<file path="src/rtl/mmrn_pkg.sv">
// shared payload types, kind codes and sequencer states for the region normaliser
package mmrn_pkg;

    typedef struct packed {
        logic [63:0] region_base;
        logic [63:0] region_length;
        logic [31:0] region_kind_in;
        logic        map_start;
    } t_in_item;

    typedef struct packed {
        logic [63:0] out_base;
        logic [63:0] out_length;
        logic [2:0]  out_kind;
        logic [8:0]  out_index;
        logic [63:0] highest_end;
        logic        last_of_run;
        logic        capacity_flag;
    } t_out_item;

    // dense kind codes on the output
    localparam logic [2:0] KIND_AVAIL    = 3'd0;
    localparam logic [2:0] KIND_RESERVED = 3'd1;
    localparam logic [2:0] KIND_ACPI     = 3'd2;
    localparam logic [2:0] KIND_NVS      = 3'd3;
    localparam logic [2:0] KIND_BAD      = 3'd4;
    localparam logic [2:0] KIND_BOOT     = 3'd5;
    localparam logic [2:0] KIND_UNKNOWN  = 3'd6;

    // loader type codes on the input
    localparam logic [31:0] LDR_AVAIL    = 32'd1;
    localparam logic [31:0] LDR_RESERVED = 32'd2;
    localparam logic [31:0] LDR_ACPI     = 32'd3;
    localparam logic [31:0] LDR_NVS      = 32'd4;
    localparam logic [31:0] LDR_BAD      = 32'd5;

    typedef enum logic [2:0] {
        ST_IDLE,
        ST_SCAN,
        ST_DECIDE,
        ST_EMIT0,
        ST_EMIT1
    } t_state;

    // control from the sequencer to the containment unit
    typedef struct packed {
        logic clear;
        logic vld;
    } t_cmp_ctrl;

    function automatic logic [2:0] kind_of(input logic [31:0] ldr);
        logic [2:0] k;
        case (ldr)
            LDR_AVAIL:    k = KIND_AVAIL;
            LDR_RESERVED: k = KIND_RESERVED;
            LDR_ACPI:     k = KIND_ACPI;
            LDR_NVS:      k = KIND_NVS;
            LDR_BAD:      k = KIND_BAD;
            default:      k = KIND_UNKNOWN;
        endcase
        return k;
    endfunction

endpackage

</file>
<file path="src/rtl/mmrn_contain_unit.sv">
// shared containment compare, one stored entry per cycle, sticky result
module mmrn_contain_unit (
    input  logic                  i_clk,
    input  mmrn_pkg::t_cmp_ctrl   i_ctrl,
    input  logic [63:0]           i_seen_base,
    input  logic [63:0]           i_seen_end,
    input  logic [63:0]           i_base,
    input  logic [63:0]           i_end,
    output logic                  o_contained
);

    logic r_contained;
    logic hit;

    // strictly inside an earlier entry
    assign hit = (i_seen_base < i_base) && (i_end < i_seen_end);

    always_ff @(posedge i_clk) begin
        if (i_ctrl.clear) begin
            r_contained <= 1'b0;
        end else if (i_ctrl.vld && hit) begin
            r_contained <= 1'b1;
        end
    end

    assign o_contained = r_contained;

endmodule

</file>
<file path="config.mk">
export PLATFORM = sky130hd
export DESIGN_NAME = mmrn_contain_unit
export DESIGN_NICKNAME = d
export VERILOG_FILES = /design/src/rtl/mmrn_pkg.sv /design/src/rtl/mmrn_contain_unit.sv
export SDC_FILE = /design/constraint.sdc
export NUM_CORES = 1
export LEC_CHECK = 0
export BUFFER_PORTS_ARGS = -buffer_cell sky130_fd_sc_hd__buf_4
export CAP_MARGIN = 20
export CORE_AREA = 2 2 100 102
export DETAILED_ROUTE_END_ITERATION = 7
export DIE_AREA = 0 0 102 104
export PLACE_DENSITY = 0.71
export SKIP_CTS_REPAIR_TIMING = 1
export SLEW_MARGIN = 20
export SYNTH_ARGS = -nofsm -noshare
export SYNTH_HDL_FRONTEND = slang
export SYNTH_SLANG_ARGS = --single-unit
</file>
<file path="constraint.sdc">
create_clock -name i_clk -period 4 [get_ports i_clk]
set_input_delay 0.6 -clock i_clk [delete_from_list [all_inputs] [get_ports i_clk]]
set_output_delay 0.6 -clock i_clk [all_outputs]
set_load 0.05 [all_outputs]
</file>
==> summary.json <==
{
  "mappedNetlistNets": {"value": 831},
  "synth_area": {"value": 0.00324, "unit": "mm²"},
  "async_flop_share": {"value": 0, "unit": "%"},
  "post-synth-top-area-cell": {"value": "sky130_fd_sc_hd__ha_1"},
  "antenna_cells": {"value": 0},
  "finalNonFillerCells": {"value": 838},
  "cells_after_synth": {"value": 446},
  "fp.dieW": {"value": 102, "unit": "µm"},
  "worst-endpoint-required": {"value": 3870, "unit": "ps"},
  "vdd_ir_drop_max": {"value": 0.0479, "unit": "mV"},
  "outcome": {"value": "finished, final reports clean"},
  "number_of_unique_standard_cell_types_used_by_synthesis": {"value": 43},
  "largest_register_ffs": {"value": 1},
  "initial_core_utilization": {"value": 33.9, "unit": "%"},
  "drv_slew": {"value": 0},
  "yosys_reg_bits": {"value": 1},
  "grt_setup_unrepaired": {"value": "no"},
  "dieHeight": {"value": 104, "unit": "µm"},
  "finalSetupViolations": {"value": 0},
  "worstSkewPairLatency": {"value": 0, "unit": "ps"},
  "die_area": {"value": 0.0106, "unit": "mm²"},
  "port_buffers": {"value": 259},
  "share_of_cell_area_taken_by_muxes_after_synthesis": {"value": 0, "unit": "%"},
  "critPathLaunchType": {"value": "input pin"},
  "grt_pass1_vias": {"value": 4087},
  "netlist_top_cells_area": {"value": "sky130_fd_sc_hd__ha_1 (49%), sky130_fd_sc_hd__inv_1 (15%), sky130_fd_sc_hd__a21oi_1 (6.5%)"},
  "synth_compound_area_share": {"value": 19.5, "unit": "%"},
  "max-slew-margin-rel": {"value": 77.3, "unit": "%"},
  "layout_cells_sized_above_1": {"value": 37.6, "unit": "%"},
  "clkTransAtPathRegs": {"value": 0, "unit": "ps"},
  "ioPinCount": {"value": 260},
  "critPathKind": {"value": "input pin to register"},
  "place_area": {"value": 0.00535, "unit": "mm²"},
  "grt_pass1_wl": {"value": 17.0, "unit": "mm"},
  "post_drt_via_cell_ratio": {"value": 4.74},
  "grt_antenna_before_repair": {"value": 0},
  "yosys.area_share.xor_xnor": {"value": 0, "unit": "%"},
  "tns": {"value": 0, "unit": "ps"},
  "slack_of_the_worst_reg_to_reg_path": {"value": 3460, "unit": "ps"},
  "floorplan.rows": {"value": 36},
  "worstPathBufferInverterCount": {"value": 2},
  "placed_cells": {"value": 838},
  "cpMaxStageDelayCell": {"value": "sky130_fd_sc_hd__or4_4"},
  "post_drt_wl_per_cell": {"value": 13.0, "unit": "µm"},
  "antenna_left": {"value": 0},
  "maxClockFrequency": {"value": 401, "unit": "MHz"},
  "dr.first_iter.drc_count": {"value": 43},
  "synth_edf_count": {"value": 0},
  "detailedPlace.worstSlack": {"value": 1490, "unit": "ps"},
  "area_share_of_the_largest_cell_type_after_synthesis": {"value": 48.7, "unit": "%"},
  "totalWireLength": {"value": 10.9, "unit": "mm"},
  "post-route-min-period": {"value": 2490, "unit": "ps"},
  "worst-slew-pin-transition": {"value": 338, "unit": "ps"},
  "critPathCaptureType": {"value": "register"},
  "synth_warnings": {"value": 0},
  "dp.final_hpwl": {"value": 10.6, "unit": "mm"},
  "synthAdderAreaFrac": {"value": 48.7, "unit": "%"},
  "synth_area_per_cell": {"value": 7.26, "unit": "µm²"},
  "synth_top_family_by_area": {"value": "adder cells"},
  "setup_skew_after_layout": {"value": 0, "unit": "ps"},
  "route.vias.total": {"value": 3968},
  "firstDrtPassIters": {"value": 4},
  "yosys.cell_count.top_type": {"value": "sky130_fd_sc_hd__inv_1"},
  "worst_path_largest_cell_delay": {"value": 570, "unit": "ps"},
  "post_synth_most_frequent_cells": {"value": "sky130_fd_sc_hd__inv_1 (131), sky130_fd_sc_hd__ha_1 (126), sky130_fd_sc_hd__a21oi_1 (42)"},
  "final_nets": {"value": 1092},
  "core_area": {"value": 0.00955, "unit": "mm²"},
  "flow.area_growth_from_synthesis": {"value": 65.2, "unit": "%"},
  "final_hold_viol_count": {"value": 0},
  "min-delay-path-class": {"value": "register to register"},
  "global_route.usage.total": {"value": 19.4, "unit": "%"},
  "critical_path_cell_by_cell": {"value": "buf_4 -> inv_1 -> ha_1 -> nand4_2 -> or4_4 -> nor2_2 -> nand4_1 -> o311ai_1 -> o32ai_1"},
  "fin_area": {"value": 0.00535, "unit": "mm²"},
  "grt_start_max_net_pins": {"value": 5},
  "detail_route.drc_violations": {"value": 0},
  "static-leakage-power": {"value": 3.33, "unit": "nW"},
  "arrival": {"value": 2360, "unit": "ps"},
  "critPathMaxFanout": {"value": 3},
  "cap_violations": {"value": 0},
  "gpl.final_weighted_congestion": {"value": 0.858},
  "crit_family": {"value": "simple AND/OR/NAND/NOR gates"},
  "p_per_area": {"value": 92.1, "unit": "mW/mm²"},
  "timing.final.crit_share": {"value": 62.3, "unit": "%"},
  "globalRouteOverflowTotal": {"value": 0},
  "seq_area_frac_synth": {"value": 0.618, "unit": "%"},
  "finalWorstSetupSlack": {"value": 1510, "unit": "ps"},
  "synth-main-ff-cell": {"value": "sky130_fd_sc_hd__dfxtp_1"},
  "post_synthesis_share_of_cell_area_spent_on_and_or_nand_and_nor_gates": {"value": 16.0, "unit": "%"}
}
worst paths after layout:
path                                 start                       end  cells after the start
setup / recovery                i_base[63]  o_contained$_SDFFE_PP0P_                      9
hold / removal    o_contained$_SDFFE_PP0P_  o_contained$_SDFFE_PP0P_                      2
setup reg to reg  o_contained$_SDFFE_PP0P_  o_contained$_SDFFE_PP0P_                      2
hold reg to reg   o_contained$_SDFFE_PP0P_  o_contained$_SDFFE_PP0P_                      2
cell families (layout without fill, tap and decap cells):
family | Yosys count | count (layout)
adder cells (fa/ha/maj) | 126 | 126
flip-flops | 1 | 1
AO/OA/AOI/OAI | 98 | 98
buffers and inverters | 131 | 390
AND/OR/NAND/NOR | 90 | 90
where the power goes:
part	switching, mW	internal [mW]
combinational	0.193	0.288
sequential	0.000562	0.0113
clock	0	0
total	0.193	0.299
worst min-delay path, stage by stage, from the launching register on:
cell	delay, ps
sky130_fd_sc_hd__dfxtp_1	290
sky130_fd_sc_hd__inv_1	50
sky130_fd_sc_hd__o32ai_1	50
per-stage QoR:
stage                     power, mW  hold slack (ps)  utilization (%)
after floorplan               0.236              671                -
after global placement        0.482              451             56.0
after detailed placement      0.497              452             56.0
after CTS                     0.499              453             56.0
after global routing          0.560              471             56.0
final                         0.493              452             56.0
cell usage in the layout, fill, tap and decap left out, types with 2 or more instances in the layout:
master                      instances
sky130_fd_sc_hd__buf_4            259
sky130_fd_sc_hd__inv_1            131
sky130_fd_sc_hd__ha_1             126
sky130_fd_sc_hd__a21oi_1           42
sky130_fd_sc_hd__nand2_1           28
sky130_fd_sc_hd__nand4_1           14
sky130_fd_sc_hd__nand3_1           14
sky130_fd_sc_hd__and4_1            12
sky130_fd_sc_hd__a21o_1            10
sky130_fd_sc_hd__o21ai_0            7
sky130_fd_sc_hd__nor2_1             7
sky130_fd_sc_hd__o21ai_1            5
sky130_fd_sc_hd__o21a_1             4
sky130_fd_sc_hd__a221o_1            4
sky130_fd_sc_hd__a221oi_1           4
sky130_fd_sc_hd__a31oi_1            3
sky130_fd_sc_hd__o221ai_1           3
sky130_fd_sc_hd__nor3_1             2
sky130_fd_sc_hd__nand2b_1           2
sky130_fd_sc_hd__o31ai_1            2
sky130_fd_sc_hd__nand4_2            2
sky130_fd_sc_hd__a2bb2oi_1          2
per-layer routing:
metal | wire (µm) | up-vias | global-route usage [%]
li1 | - | 2086 | -
met1 | 3770 | 1694 | 18.5
met2 | 5750 | 170 | 40.2
met5 | 0 | - | 0
met4 | 297 | 0 | 4.48
met3 | 1100 | 18 | 4.23
layout make-up:
cell class	instances	area [µm²]
fillers	908	4200
well taps	133	166
repair buffers	259	1940
inverters	131	492
multi-input cells	314	2730
flip-flops and latches	1	20.0
Power figures use the tool's default switching activity.
